===== config.mk =====
export PLATFORM = sky130hd
export DESIGN_NAME = buddy_block_allocator_unit
export DESIGN_NICKNAME = d
export VERILOG_FILES = /design/src/rtl/core/bba_pkg.sv /design/src/rtl/core/bba_ram.sv /design/src/rtl/core/bba_datapath.sv /design/src/rtl/core/bba_ctrl.sv /design/src/rtl/core/buddy_block_allocator_unit.sv
export SDC_FILE = /design/constraint.sdc
export NUM_CORES = 2
export LEC_CHECK = 0
export BUFFER_PORTS_ARGS = -buffer_cell sky130_fd_sc_hd__buf_2
export CORE_MARGIN = 10
export CORE_UTILIZATION = 43
export DETAILED_ROUTE_END_ITERATION = 8
export PLACE_DENSITY = 0.66
export SYNTH_ARGS = -nofsm -noshare
export SYNTH_HDL_FRONTEND = slang
export SYNTH_HIERARCHICAL = 1
export SYNTH_SLANG_ARGS = --single-unit

===== constraint.sdc =====
create_clock -name i_clk -period 27 [get_ports i_clk]
set_input_delay 5.4 -clock i_clk [delete_from_list [all_inputs] [get_ports i_clk]]
set_output_delay 5.4 -clock i_clk [all_outputs]
set_load 0.02 [all_outputs]

===== src/rtl/core/bba_pkg.sv =====
// Package: shared types, constants and state codes for the buddy block allocator.
`timescale 1ns / 1ps
package bba_pkg;
    localparam int POOL_ORDER_DEF = 8;

    typedef enum logic [1:0] {
        ST_OK      = 2'd0,
        ST_NOSPACE = 2'd1,
        ST_BADSIZE = 2'd2,
        ST_BADFREE = 2'd3
    } t_status;

    typedef struct packed {
        logic       req_type;
        logic [8:0] alloc_size;
        logic [7:0] block_address;
    } t_req;

    typedef struct packed {
        logic [1:0] status;
        logic [7:0] granted_address;
        logic [3:0] granted_order;
    } t_rsp;

    typedef enum logic [3:0] {
        S_IDLE,
        S_CHECK,
        S_SCAN_RD,
        S_SCAN_CHK,
        S_SPLIT,
        S_REC_RD,
        S_REC_CHK,
        S_MERGE_RD,
        S_MERGE_CHK,
        S_FINISH,
        S_DONE
    } t_state;

    // Datapath operations issued by the controller.
    typedef enum logic [3:0] {
        OP_NONE,
        OP_LOAD,
        OP_SCAN_RD,
        OP_SCAN_NEXT,
        OP_TAKE,
        OP_SPLIT,
        OP_REC_RD,
        OP_REC_TAKE,
        OP_MERGE_RD,
        OP_MERGE,
        OP_FINISH_FREE,
        OP_ERR_NOSPACE,
        OP_ERR_BADSIZE,
        OP_ERR_BADFREE
    } t_op;

    typedef struct packed {
        logic bad_size;
        logic is_free;
        logic bit_set;
        logic scan_last;
        logic split_done;
        logic rec_valid;
        logic merge_top;
    } t_dp_status;
endpackage


===== src/rtl/core/bba_ram.sv =====
// Generic single-port RAM with registered read.
`timescale 1ns / 1ps
module bba_ram #(
    parameter int WIDTH = 1,
    parameter int DEPTH = 2
) (
    input  logic                     i_clk,
    input  logic                     i_we,
    input  logic [$clog2(DEPTH)-1:0] i_addr,
    input  logic [WIDTH-1:0]         i_wdata,
    output logic [WIDTH-1:0]         o_rdata
);
    logic [WIDTH-1:0] r_mem [DEPTH];

    always_ff @(posedge i_clk) begin
        if (i_we) begin
            r_mem[i_addr] <= i_wdata;
        end
        o_rdata <= r_mem[i_addr];
    end
endmodule


===== src/rtl/core/bba_datapath.sv =====
// Datapath: bitmap and record memories, address and order registers.
`timescale 1ns / 1ps
module bba_datapath
    import bba_pkg::*;
#(
    parameter int POOL_ORDER = POOL_ORDER_DEF
) (
    input  logic       i_clk,
    input  logic       i_rst_n,
    input  t_req       i_req,
    input  t_op        i_op,
    output t_dp_status o_stat,
    output t_rsp       o_rsp
);
    localparam int UNITS = 1 << POOL_ORDER;
    localparam int NODES = 2 * UNITS;
    localparam int NW = POOL_ORDER + 1;
    localparam int OW = $clog2(POOL_ORDER + 1);
    localparam int AW = POOL_ORDER;

    // Bitmap: clearing sweep after reset, since the memory has no reset.
    logic          r_clr_busy;
    logic [NW-1:0] r_clr_idx;
    logic [NW-1:0] n_clr_idx;

    logic [OW-1:0] r_n, r_k;
    logic [AW-1:0] r_idx;          // block index within order k
    logic [AW-1:0] r_addr;
    logic [3:0]    r_rec_order;
    logic          r_is_free;
    logic          r_size_bad;
    logic          r_addr_hi;
    t_rsp          r_rsp;

    logic          bm_we;
    logic [NW-1:0] bm_addr;
    logic          bm_wdata, bm_rdata;
    logic          rc_we;
    logic [AW-1:0] rc_addr;
    logic [4:0]    rc_wdata, rc_rdata;

    logic [NW-1:0] count_k, node_scan, node_split, node_buddy, node_fin;
    logic [AW-1:0] buddy_addr;
    logic [AW-1:0] one_k;
    logic [OW-1:0] n_size;
    logic          size_bad;
    logic          addr_hi;

    always_comb begin
        count_k    = NW'(1) << (OW'(POOL_ORDER) - r_k);
        node_scan  = count_k + NW'(r_idx);
        // r_k holds current split order j; upper half of order j-1
        node_split = (NW'(1) << (OW'(POOL_ORDER) - r_k + OW'(1)))
                   + NW'((r_addr + (AW'(1) << (r_k - OW'(1)))) >> (r_k - OW'(1)));
        one_k      = AW'(1) << r_k;
        buddy_addr = r_addr ^ one_k;
        node_buddy = count_k + NW'(buddy_addr >> r_k);
        node_fin   = count_k + NW'(r_addr >> r_k);
    end

    // Round size up to a power of two.
    always_comb begin
        n_size = '0;
        for (int b = POOL_ORDER; b >= 1; b--) begin
            if ((32'(i_req.alloc_size) - 32'd1) >> (b - 1) != 0 && n_size == '0) begin
                n_size = OW'(b);
            end
        end
        size_bad = (i_req.alloc_size == '0) || (32'(i_req.alloc_size) > UNITS);
        addr_hi  = (32'(i_req.block_address) >= UNITS);
    end

    always_comb begin
        bm_we    = 1'b0;
        bm_addr  = node_scan;
        bm_wdata = 1'b0;
        rc_we    = 1'b0;
        rc_addr  = r_addr;
        rc_wdata = '0;
        n_clr_idx = r_clr_idx + NW'(1);
        if (r_clr_busy) begin
            bm_we    = 1'b1;
            bm_addr  = r_clr_idx;
            bm_wdata = (r_clr_idx == NW'(1));
        end else begin
            unique case (i_op)
                OP_TAKE: begin
                    bm_we = 1'b1; bm_addr = node_scan; bm_wdata = 1'b0;
                end
                OP_SPLIT: begin
                    bm_we = 1'b1; bm_addr = node_split; bm_wdata = 1'b1;
                end
                OP_MERGE_RD: bm_addr = node_buddy;
                OP_MERGE: begin
                    bm_we = 1'b1; bm_addr = node_buddy; bm_wdata = 1'b0;
                end
                OP_FINISH_FREE: begin
                    bm_we = 1'b1; bm_addr = node_fin; bm_wdata = 1'b1;
                end
                OP_REC_RD: rc_addr = r_addr;
                // drop the record at the block start before merging moves r_addr
                OP_REC_TAKE: begin
                    rc_we = 1'b1; rc_wdata = '0;
                end
                default: ;
            endcase
            if (i_op == OP_SPLIT && r_k == r_n) begin
                bm_we = 1'b0;
            end
            if (i_op == OP_SPLIT && r_k == r_n) begin
                rc_we    = 1'b1;
                rc_wdata = {1'b1, 4'(r_n)};
            end
        end
    end

    bba_ram #(.WIDTH(1), .DEPTH(NODES)) u_bitmap (
        .i_clk(i_clk), .i_we(bm_we), .i_addr(bm_addr),
        .i_wdata(bm_wdata), .o_rdata(bm_rdata)
    );

    // Record memory: cleared alongside the bitmap sweep.
    bba_ram #(.WIDTH(5), .DEPTH(UNITS)) u_record (
        .i_clk(i_clk), .i_we(rc_we || r_clr_busy),
        .i_addr(r_clr_busy ? r_clr_idx[AW-1:0] : rc_addr),
        .i_wdata(r_clr_busy ? 5'd0 : rc_wdata), .o_rdata(rc_rdata)
    );

    always_ff @(posedge i_clk) begin
        if (!i_rst_n) begin
            r_clr_busy <= 1'b1;
            r_clr_idx  <= '0;
        end else if (r_clr_busy) begin
            r_clr_idx <= n_clr_idx;
            if (r_clr_idx == NW'(NODES - 1)) begin
                r_clr_busy <= 1'b0;
            end
        end
    end

    always_ff @(posedge i_clk) begin
        unique case (i_op)
            OP_LOAD: begin
                r_n   <= n_size;
                r_k   <= n_size;
                r_idx <= '0;
                r_addr <= AW'(i_req.block_address);
                r_is_free  <= i_req.req_type;
                r_size_bad <= size_bad;
                r_addr_hi  <= addr_hi;
                r_rsp <= '0;
            end
            OP_SCAN_NEXT: begin
                if (r_idx == AW'((count_k - NW'(1)))) begin
                    r_idx <= '0;
                    r_k   <= r_k + OW'(1);
                end else begin
                    r_idx <= r_idx + AW'(1);
                end
            end
            OP_TAKE: r_addr <= AW'(32'(r_idx) << r_k);
            OP_SPLIT: begin
                if (r_k == r_n) begin
                    r_rsp.status          <= ST_OK;
                    r_rsp.granted_address <= 8'(r_addr);
                    r_rsp.granted_order   <= 4'(r_n);
                end else begin
                    r_k <= r_k - OW'(1);
                end
            end
            OP_REC_TAKE: begin
                r_rec_order <= (32'(rc_rdata[3:0]) > POOL_ORDER)
                             ? 4'(POOL_ORDER) : rc_rdata[3:0];
                r_k <= (32'(rc_rdata[3:0]) > POOL_ORDER)
                     ? OW'(POOL_ORDER) : OW'(rc_rdata[3:0]);
            end
            OP_MERGE: begin
                r_addr <= r_addr & ~one_k;
                r_k    <= r_k + OW'(1);
            end
            OP_FINISH_FREE: begin
                r_rsp.status        <= ST_OK;
                r_rsp.granted_order <= r_rec_order;
            end
            OP_ERR_NOSPACE: r_rsp.status <= ST_NOSPACE;
            OP_ERR_BADSIZE: r_rsp.status <= ST_BADSIZE;
            OP_ERR_BADFREE: r_rsp.status <= ST_BADFREE;
            default: ;
        endcase
    end

    always_comb begin
        o_stat.bad_size   = r_size_bad || r_clr_busy;
        o_stat.is_free    = r_is_free;
        o_stat.bit_set    = bm_rdata;
        o_stat.scan_last  = (r_idx == AW'((count_k - NW'(1))))
                          && (r_k == OW'(POOL_ORDER));
        o_stat.split_done = (r_k == r_n);
        o_stat.rec_valid  = rc_rdata[4] && !r_addr_hi;
        o_stat.merge_top  = (r_k == OW'(POOL_ORDER));
        o_rsp             = r_rsp;
    end
endmodule


===== src/rtl/core/bba_ctrl.sv =====
// Controller: sequences allocate scans and splits, and free merges.
`timescale 1ns / 1ps
module bba_ctrl
    import bba_pkg::*;
(
    input  logic       i_clk,
    input  logic       i_rst_n,
    input  logic       i_start,
    input  logic       i_clr_busy,
    input  t_dp_status i_stat,
    output t_op        o_op,
    output logic       o_busy,
    output logic       o_done
);
    t_state r_state, n_state;

    always_ff @(posedge i_clk) begin
        if (!i_rst_n) begin
            r_state <= S_IDLE;
        end else begin
            r_state <= n_state;
        end
    end

    always_comb begin
        n_state = r_state;
        unique case (r_state)
            S_IDLE:      if (i_start && !i_clr_busy) n_state = S_CHECK;
            S_CHECK: begin
                if (i_stat.is_free) n_state = S_REC_RD;
                else if (i_stat.bad_size) n_state = S_DONE;
                else n_state = S_SCAN_RD;
            end
            S_SCAN_RD:   n_state = S_SCAN_CHK;
            S_SCAN_CHK: begin
                if (i_stat.bit_set) n_state = S_SPLIT;
                else if (i_stat.scan_last) n_state = S_DONE;
                else n_state = S_SCAN_RD;
            end
            S_SPLIT:     if (i_stat.split_done) n_state = S_DONE;
            S_REC_RD:    n_state = S_REC_CHK;
            S_REC_CHK:   n_state = i_stat.rec_valid ? S_MERGE_RD : S_DONE;
            S_MERGE_RD:  n_state = i_stat.merge_top ? S_FINISH : S_MERGE_CHK;
            S_MERGE_CHK: n_state = i_stat.bit_set ? S_MERGE_RD : S_FINISH;
            S_FINISH:    n_state = S_DONE;
            S_DONE:      n_state = S_IDLE;
            default:     n_state = S_IDLE;
        endcase
    end

    always_comb begin
        o_op   = OP_NONE;
        o_busy = (r_state != S_IDLE) || i_clr_busy;
        o_done = (r_state == S_DONE);
        unique case (r_state)
            S_IDLE:     if (i_start && !i_clr_busy) o_op = OP_LOAD;
            S_CHECK:    if (!i_stat.is_free && i_stat.bad_size) o_op = OP_ERR_BADSIZE;
            S_SCAN_RD:  o_op = OP_SCAN_RD;
            S_SCAN_CHK: begin
                if (i_stat.bit_set) o_op = OP_TAKE;
                else if (i_stat.scan_last) o_op = OP_ERR_NOSPACE;
                else o_op = OP_SCAN_NEXT;
            end
            S_SPLIT:    o_op = OP_SPLIT;
            S_REC_RD:   o_op = OP_REC_RD;
            S_REC_CHK:  o_op = i_stat.rec_valid ? OP_REC_TAKE : OP_ERR_BADFREE;
            S_MERGE_RD: o_op = i_stat.merge_top ? OP_NONE : OP_MERGE_RD;
            S_MERGE_CHK: if (i_stat.bit_set) o_op = OP_MERGE;
            S_FINISH:   o_op = OP_FINISH_FREE;
            default:    o_op = OP_NONE;
        endcase
    end
endmodule


===== src/rtl/core/buddy_block_allocator_unit.sv =====
// Buddy block allocator: one request per transaction, one result strobe.
// Allocate scans the free blocks, then splits one level at a time; free reads the record, then
// merges buddies up to the whole pool; bad size, bad free and no space end with an error status.
// One transaction at a time, the next accepted the cycle after the strobe; the bitmap memory is
// single-port, one access a cycle.
// Reset: synchronous active-low; a clearing pass follows, busy high.
`timescale 1ns / 1ps
module buddy_block_allocator_unit
    import bba_pkg::*;
#(
    parameter int POOL_ORDER = POOL_ORDER_DEF
) (
    input  logic i_clk,
    input  logic i_rst_n,
    input  logic start,
    output logic busy,
    input  t_req i_req,
    output logic o_valid,
    output t_rsp o_rsp
);
    t_op        op;
    t_dp_status stat;

    // Mirror of the clearing pass length so the controller holds off requests.
    logic [POOL_ORDER+1:0] r_sweep_cnt;
    logic                  r_sweep;

    bba_datapath #(.POOL_ORDER(POOL_ORDER)) u_dp (
        .i_clk(i_clk), .i_rst_n(i_rst_n), .i_req(i_req),
        .i_op(op), .o_stat(stat), .o_rsp(o_rsp)
    );

    bba_ctrl u_ctrl (
        .i_clk(i_clk), .i_rst_n(i_rst_n), .i_start(start),
        .i_clr_busy(r_sweep), .i_stat(stat),
        .o_op(op), .o_busy(busy), .o_done(o_valid)
    );

    always_ff @(posedge i_clk) begin
        if (!i_rst_n) begin
            r_sweep_cnt <= '0;
            r_sweep     <= 1'b1;
        end else if (r_sweep) begin
            r_sweep_cnt <= r_sweep_cnt + (POOL_ORDER+2)'(1);
            if (r_sweep_cnt == (POOL_ORDER+2)'((1 << (POOL_ORDER + 1)) - 1)) begin
                r_sweep <= 1'b0;
            end
        end
    end

    a_no_strobe_idle: assert property (@(posedge i_clk) disable iff (!i_rst_n)
        o_valid |-> busy) else $error("result strobe outside a transaction");
    a_single_strobe: assert property (@(posedge i_clk) disable iff (!i_rst_n)
        o_valid |=> !o_valid) else $error("result strobe longer than one cycle");
    a_sweep_busy: assert property (@(posedge i_clk) disable iff (!i_rst_n)
        r_sweep |-> busy) else $error("request possible during clearing pass");
    a_ok_order: assert property (@(posedge i_clk) disable iff (!i_rst_n)
        (o_valid && o_rsp.status != ST_OK) |-> (o_rsp.granted_order == '0))
        else $error("order reported on an error result");
endmodule


-- Word level (Yosys, flattened, before mapping)
Memory sizes are Yosys's and may differ from the RTL's. A register that Yosys moved wholly into a read port is not among the register bits.
Index checks and enable logic that the tools add are counted.
- register bits: 69
- bits in latches: 0
- memory bits (writable): 1792
- bits in read-only memories: 0
- bits of input ports: 21
- output and inout bits: 16
- word-level logic and storage cells: 184
- memories: 2
- memory list (name ; words ; width ; read ports ; clocked after memory_dff ; wr ports ; line ; source):
    u_dp.u_record.r_mem ; 256 ; 5 ; 1 ; 1 ; 1 ; bba_ram.sv:13 ; logic [WIDTH-1:0] r_mem [DEPTH];
    u_dp.u_bitmap.r_mem ; 512 ; 1 ; 1 ; 1 ; 1 ; bba_ram.sv:13 ;
- add/sub/neg operators: 14
- multipliers: 0
- divide/modulo/power cells: 0
- magnitude comparators: 2
- equal/unequal tests: 32
- shift-type cells: 8
- muxes and demuxes: 58
- bitwise operators: 3
- reduce and logical (&&, ||, !) cells: 50
- operator list (operator ; number):
    $reduce_bool A32 Y1 ; 8
    $mux W4 ; 25
    $pmux W4 S10 ; 2
    $eq A4 B4 Y1 const B ; 10
    $logic_not A4 Y1 ; 8
    $pmux W8 S2 ; 2
    $eq A4 B3 Y1 const B ; 7
    $add A9 B9 Y9 ; 3
    $pmux W9 S3 ; 1
    $shl A1 B4 Y9 const A ; 3
    $pmux W8 S3 ; 1
    $pmux W4 S5 ; 1
    $mux W1 ; 18
    $shr A8 B4 Y9 ; 2
    $mux W8 ; 2
    $mux W14 ; 1
    $eq A4 B2 Y1 const B ; 3
    $pmux W4 S3 ; 1
    $logic_and A1 B1 Y1 ; 11
    $add A10 B1 Y10 const B ; 1
    $eq A10 B9 Y1 const B ; 1
    $mux W5 ; 2
    $pmux W2 S5 ; 1
    $reduce_bool A5 Y1 ; 2
    35 further kinds ; 51

-- Longest topological paths before layout
- depth after elaboration: 25
- mapped depth: 46
- gate-level depth less buffers: 37

-- Hierarchy
The synthesis kept the hierarchy.
- modules (own cells, without submodules) (module ; instances ; cells an instance ; area an instance (µm²) ; seq. area each (µm²)):
    bba_ram (u_dp.u_record) ; 1 ; 2352 ; 49566.3 ; 38537.0
    bba_ram (u_dp.u_bitmap) ; 1 ; 1579 ; 22261.4 ; 15394.8
    bba_datapath ; 1 ; 746 ; 6206.0 ; 1521.5
    buddy_block_allocator_unit ; 1 ; 51 ; 478.0 ; 220.2
    bba_ctrl ; 1 ; 68 ; 461.7 ; 80.1

-- Least setup slack after synthesis
Ideal clock, no wire load.
- path kind: input port to flip-flop
- from: in start
- to: mem u_dp.u_bitmap.r_mem[0], data pin
- setup time: 3.251 ns
- data arrival time: 21.776 ns
- data required time: 23.749 ns
- setup slack: 1.974 ns
- cell stages on the path: 8
- buffers on the path: 2
- cell sequence: nor2b_1 -> a22oi_1 -> o21ai_1 -> a32o_1 -> nand4bb_1 -> clkbuf_1 -> clkbuf_1 -> a31oi_1
- word-level cells in the longest chain between the ends: 7
- elaborated cells between the ends (all ways): 8
- those cells by class: eq/ne: 2; mux: 4; reduce/logical: 2
- ends and longest elaborated chain (element ; line ; source):
    start, declared ; buddy_block_allocator_unit.sv:15 ; input logic start,
    $logic_and A1 B1 Y1 (*) ; bba_ctrl.sv:56 ; S_IDLE: if (i_start && !i_clr_busy) o_op = OP_LOAD;
    $mux W1 (*) ; bba_ctrl.sv:56 ;
    $pmux W4 S10 (*) ; bba_ctrl.sv:55 ; unique case (r_state)
    named net op[0] ; buddy_block_allocator_unit.sv:21 ; t_op op;
    $eq A4 B4 Y1 / $eq A4 B3 Y1 (equally long branches) ; bba_datapath.sv:86 ; unique case (i_op)
    $reduce_or A2 Y1 (no source line) (*) ; n/a ;
    $mux W1 (*) ; bba_datapath.sv:86 ;
    $mux W1 (*) ; bba_datapath.sv:81 ; if (r_clr_busy) begin
    named net u_dp.bm_wdata ; bba_datapath.sv:37 ; logic bm_wdata, bm_rdata;
    end, declared ; bba_ram.sv:13 ;
Mark *: on every way through the listed nets, which the timed path passes. The rest lies on a longest branch.

==> flow_summary_export.csv <==
group,metric,value,unit
cts,root_buffer,"clkbuf_16",
grt,antenna_found_initial,2,
sta,finClkSkew,0.0610,ns
yosys,synth_seq_cells,1867,
route,drtPass1Iterations,6,
power,power.density,68.2,nW/um2
die,ioPinCount,37,
cts,cts_hold_buf,0,
yosys,synth_top_flop_cell,"edfxtp_1",
cts,cts_post_setup_buffers_inserted,0,
sta,tightest_slew,1.44,ns
setup_path,r2r_cells,37,
setup_path,reg2reg_from,"u_dp/r_k[1]",
die,die_w,449,um
hold_path,worstHoldPathCells,2,
sta,fin_crit,12.50,ns
power,power_frac_seq,53.1,%
setup_path,critPathKind,"flop to flop",
sta,max_slew_margin,2.67,%
finish,syn_to_final_growth,10.9,%
finish,fin_nets,4816,
finish,drive_gt1_share,17.9,%
setup_path,endpoint,"u_dp/u_bitmap/o_rdata",
grt,grtUsageTotal,18.1,%
setup_path,cp.required,27.73,ns
cts,cts-htree-levels,4,
placed_design,hpwlAfterDp,109000,um
power,ir_worst_vdd,54.6,uV
route,routed_wl,188000,um
cts,post_cts_resized,0,
route,via_per_inst,5.91,
yosys,netlist_instances,4796,
yosys,synth_edf_count,1836,
hold_path,min_path_type,"flop to flop",
finish,final_cells,7359,
yosys,seq_area_frac_synth,70.6,%
setup_path,startpoint,"u_dp/r_k[1]",
sta,slew_viol_final,0,
sta,finalHoldViolCount,0,
route,wl_per_cell,25.5,um
route,drtIter0Drc,5076,
setup_path,cp-start-kind,"flop",
sta,fin_crit_sh,46.3,%
cts,clock-sinks,1867,
route,vias,43500,
setup_path,crit_path_end_kind,"flop",
job,max_cap_viol_count,0,
die,fp.dieH,449,um
yosys,async_reset_ff_share,0,%
power,internal_power,4.71,mW
setup_path,ff2ff_setup_slack,14.50,ns
setup_path,worstReg2RegEnd,"u_dp/u_bitmap/o_rdata",
yosys,ys_types,87,
grt,grt_max_degree,278,
cts,worstSkewPairLatency,0.83,ns
power,p_leak,25.4,nW
cts,clock_path_buffers,3,
sta,finalSetupTns,0,ns
cts,cts_buffers,185,
sta,setup_viol_count_final,0,
route,final_antenna_net_count,0,
setup_path,path_max_fanout,20,
placed_design,io_buffers,36,
route,drc_errors,0,
power,switching_power,1.26,mW
cts,clk_pin_slew,0.06,ns
die,start_util,43.2,%
die,core,183000,um2
sta,rsz0062_at_grt,"false",
placed_design,gp_congestion,0.831,
power,switching_share,21.2,%
placed_design,dp.cells,7014,
power,combinationalPowerShare,4.3,%
power,clockPowerShare,42.6,%
yosys,ys_warn_count,6,
grt,grt_pass1_wl,282000,um
cts,cts_tree,"built",
setup_path,cp_slowest_cell,"edfxtp_1",
grt,globalRouteOverflowTotal,0,
finish,layout_common_cells,"1,836 x edfxtp_1, 820 x nor2_1, 425 x mux4_2",
run_status,status,"complete, no violations",
die,die_area,201000,um2
die,rows,157,
placed_design,dpl_worst_slack,13.96,ns
finish,layout_commonest_cell,"edfxtp_1",
yosys,syn_area_per_cell,16.5,um2
setup_path,path_common_cell,"ha_1",
setup_path,cpPeakStageDelay,0.86,ns
yosys,synth_nets,4874,
sta,fin_ws,14.50,ns
yosys,synth_area,79000,um2
grt,grt_pass1_vias,43400,
setup_path,arrival,13.22,ns
sta,max_freq,0.0800,GHz
[worst min path at each step]
| stage | start | end |
|---|---|---|
| global placement | r_sweep_cnt[8] | r_sweep_cnt[8] |
| global route | r_sweep_cnt[9] | r_sweep_cnt[9] |
| floorplan | r_sweep_cnt[9] | r_sweep_cnt[9] |
| detailed placement | r_sweep_cnt[9] | r_sweep_cnt[9] |
| CTS | r_sweep_cnt[9] | r_sweep_cnt[9] |
| finish | r_sweep_cnt[9] | r_sweep_cnt[9] |
[flip-flops by register name (all words and copies together), names as in the netlist, 4 cells and up]
name and count:
r_sweep_cnt 10, u_ctrl/r_state 4, u_dp/o_rsp 14, u_dp/r_addr 8, u_dp/r_clr_idx 9, u_dp/r_idx 8
u_dp/r_k 4, u_dp/r_n 4, u_dp/r_rec_order 4, u_dp/u_bitmap/r_mem 512, u_dp/u_record/o_rdata 5, u_dp/u_record/r_mem 1280
[cell families (layout without fill, tap and decap cells)]
kind of cell | count (synthesis) | count (layout) | share of synthesized area [%]
other | 0 | 2 | 0
DFF | 1867 | 1867 | 70.6
adders and majority gates | 57 | 57 | 0.932
muxes | 527 | 527 | 13.4
and+or+nand+nor | 1310 | 1310 | 7.19
buffers and inverters | 406 | 503 | 2.19
AOI/OAI and AO/OA | 580 | 580 | 5.06
xor gates and xnor gates | 49 | 49 | 0.580
[final cells by class]
cell class                      instances  area (um2)
Antenna cell                            2        5.00
Clock inverter                        109        1170
Fill cell                           15100       95300
Sequential cell                      1867       55800
Timing Repair Buffer                  113         846
Tap cell                             2464        3080
Clock buffer                          233        4840
Multi-Input combinational cell       2523       21700
Inverter                               48         180
[stage by stage]
stage	util, %	area [um2]	power, mW	hold slack, ns
after floorplan	-	79000	3.43	0.452
after global placement	44.6	81500	3.49	0.462
after detailed placement	44.6	81500	3.49	0.475
after CTS	47.9	87600	6.01	0.483
after global routing	47.9	87600	6.15	0.511
final	47.9	87600	5.97	0.486
[power groups by stage]
stage          combinational (mW)  sequential (mW)  clock, mW
3_3_place_gp                0.253             3.23          0
2_1_floorplan               0.175             3.26          0
6_report                    0.254             3.17       2.54
3_5_place_dp                0.255             3.23          0
5_1_grt                     0.270             3.17       2.71
4_1_cts                     0.255             3.17       2.59
[worst max-delay path: cells and delay by family, from the launching register on]
kind	cells	cell delay (ns)
and+or+nand+nor	11	4.22
muxes	3	0.76
AOI/OAI and AO/OA	14	3.20
buffers and inverters	3	1.13
DFF	1	0.86
adders and majority gates	5	2.03
xor gates and xnor gates	1	0.14
[routing by layer]
metal	track usage (%)	share of wire, %	up-vias
li1	-	-	18700
met1	25.1	41	22600
met2	28.9	48	1824
met3	3.37	8.0	347
met4	6.24	3.1	0
met5	0	0	-
[synth_stat cells, types with 31 or more instances]
cell type	count	area share, %
nor3_1	50	0.32
nor2_1	822	3.9
a21oi_1	137	0.87
and2_1	34	0.27
dfxtp_1	31	0.79
clkbuf_1	256	1.2
mux2i_1	83	1.1
ha_1	54	0.86
buf_2	55	0.35
a22oi_1	188	1.8
inv_1	43	0.20
nand3_1	49	0.31
nor2b_1	37	0.29
edfxtp_1	1836	70
mux4_2	425	12
o21ai_0	62	0.39
nand2_1	179	0.85
Power figures use the tool's default switching activity.
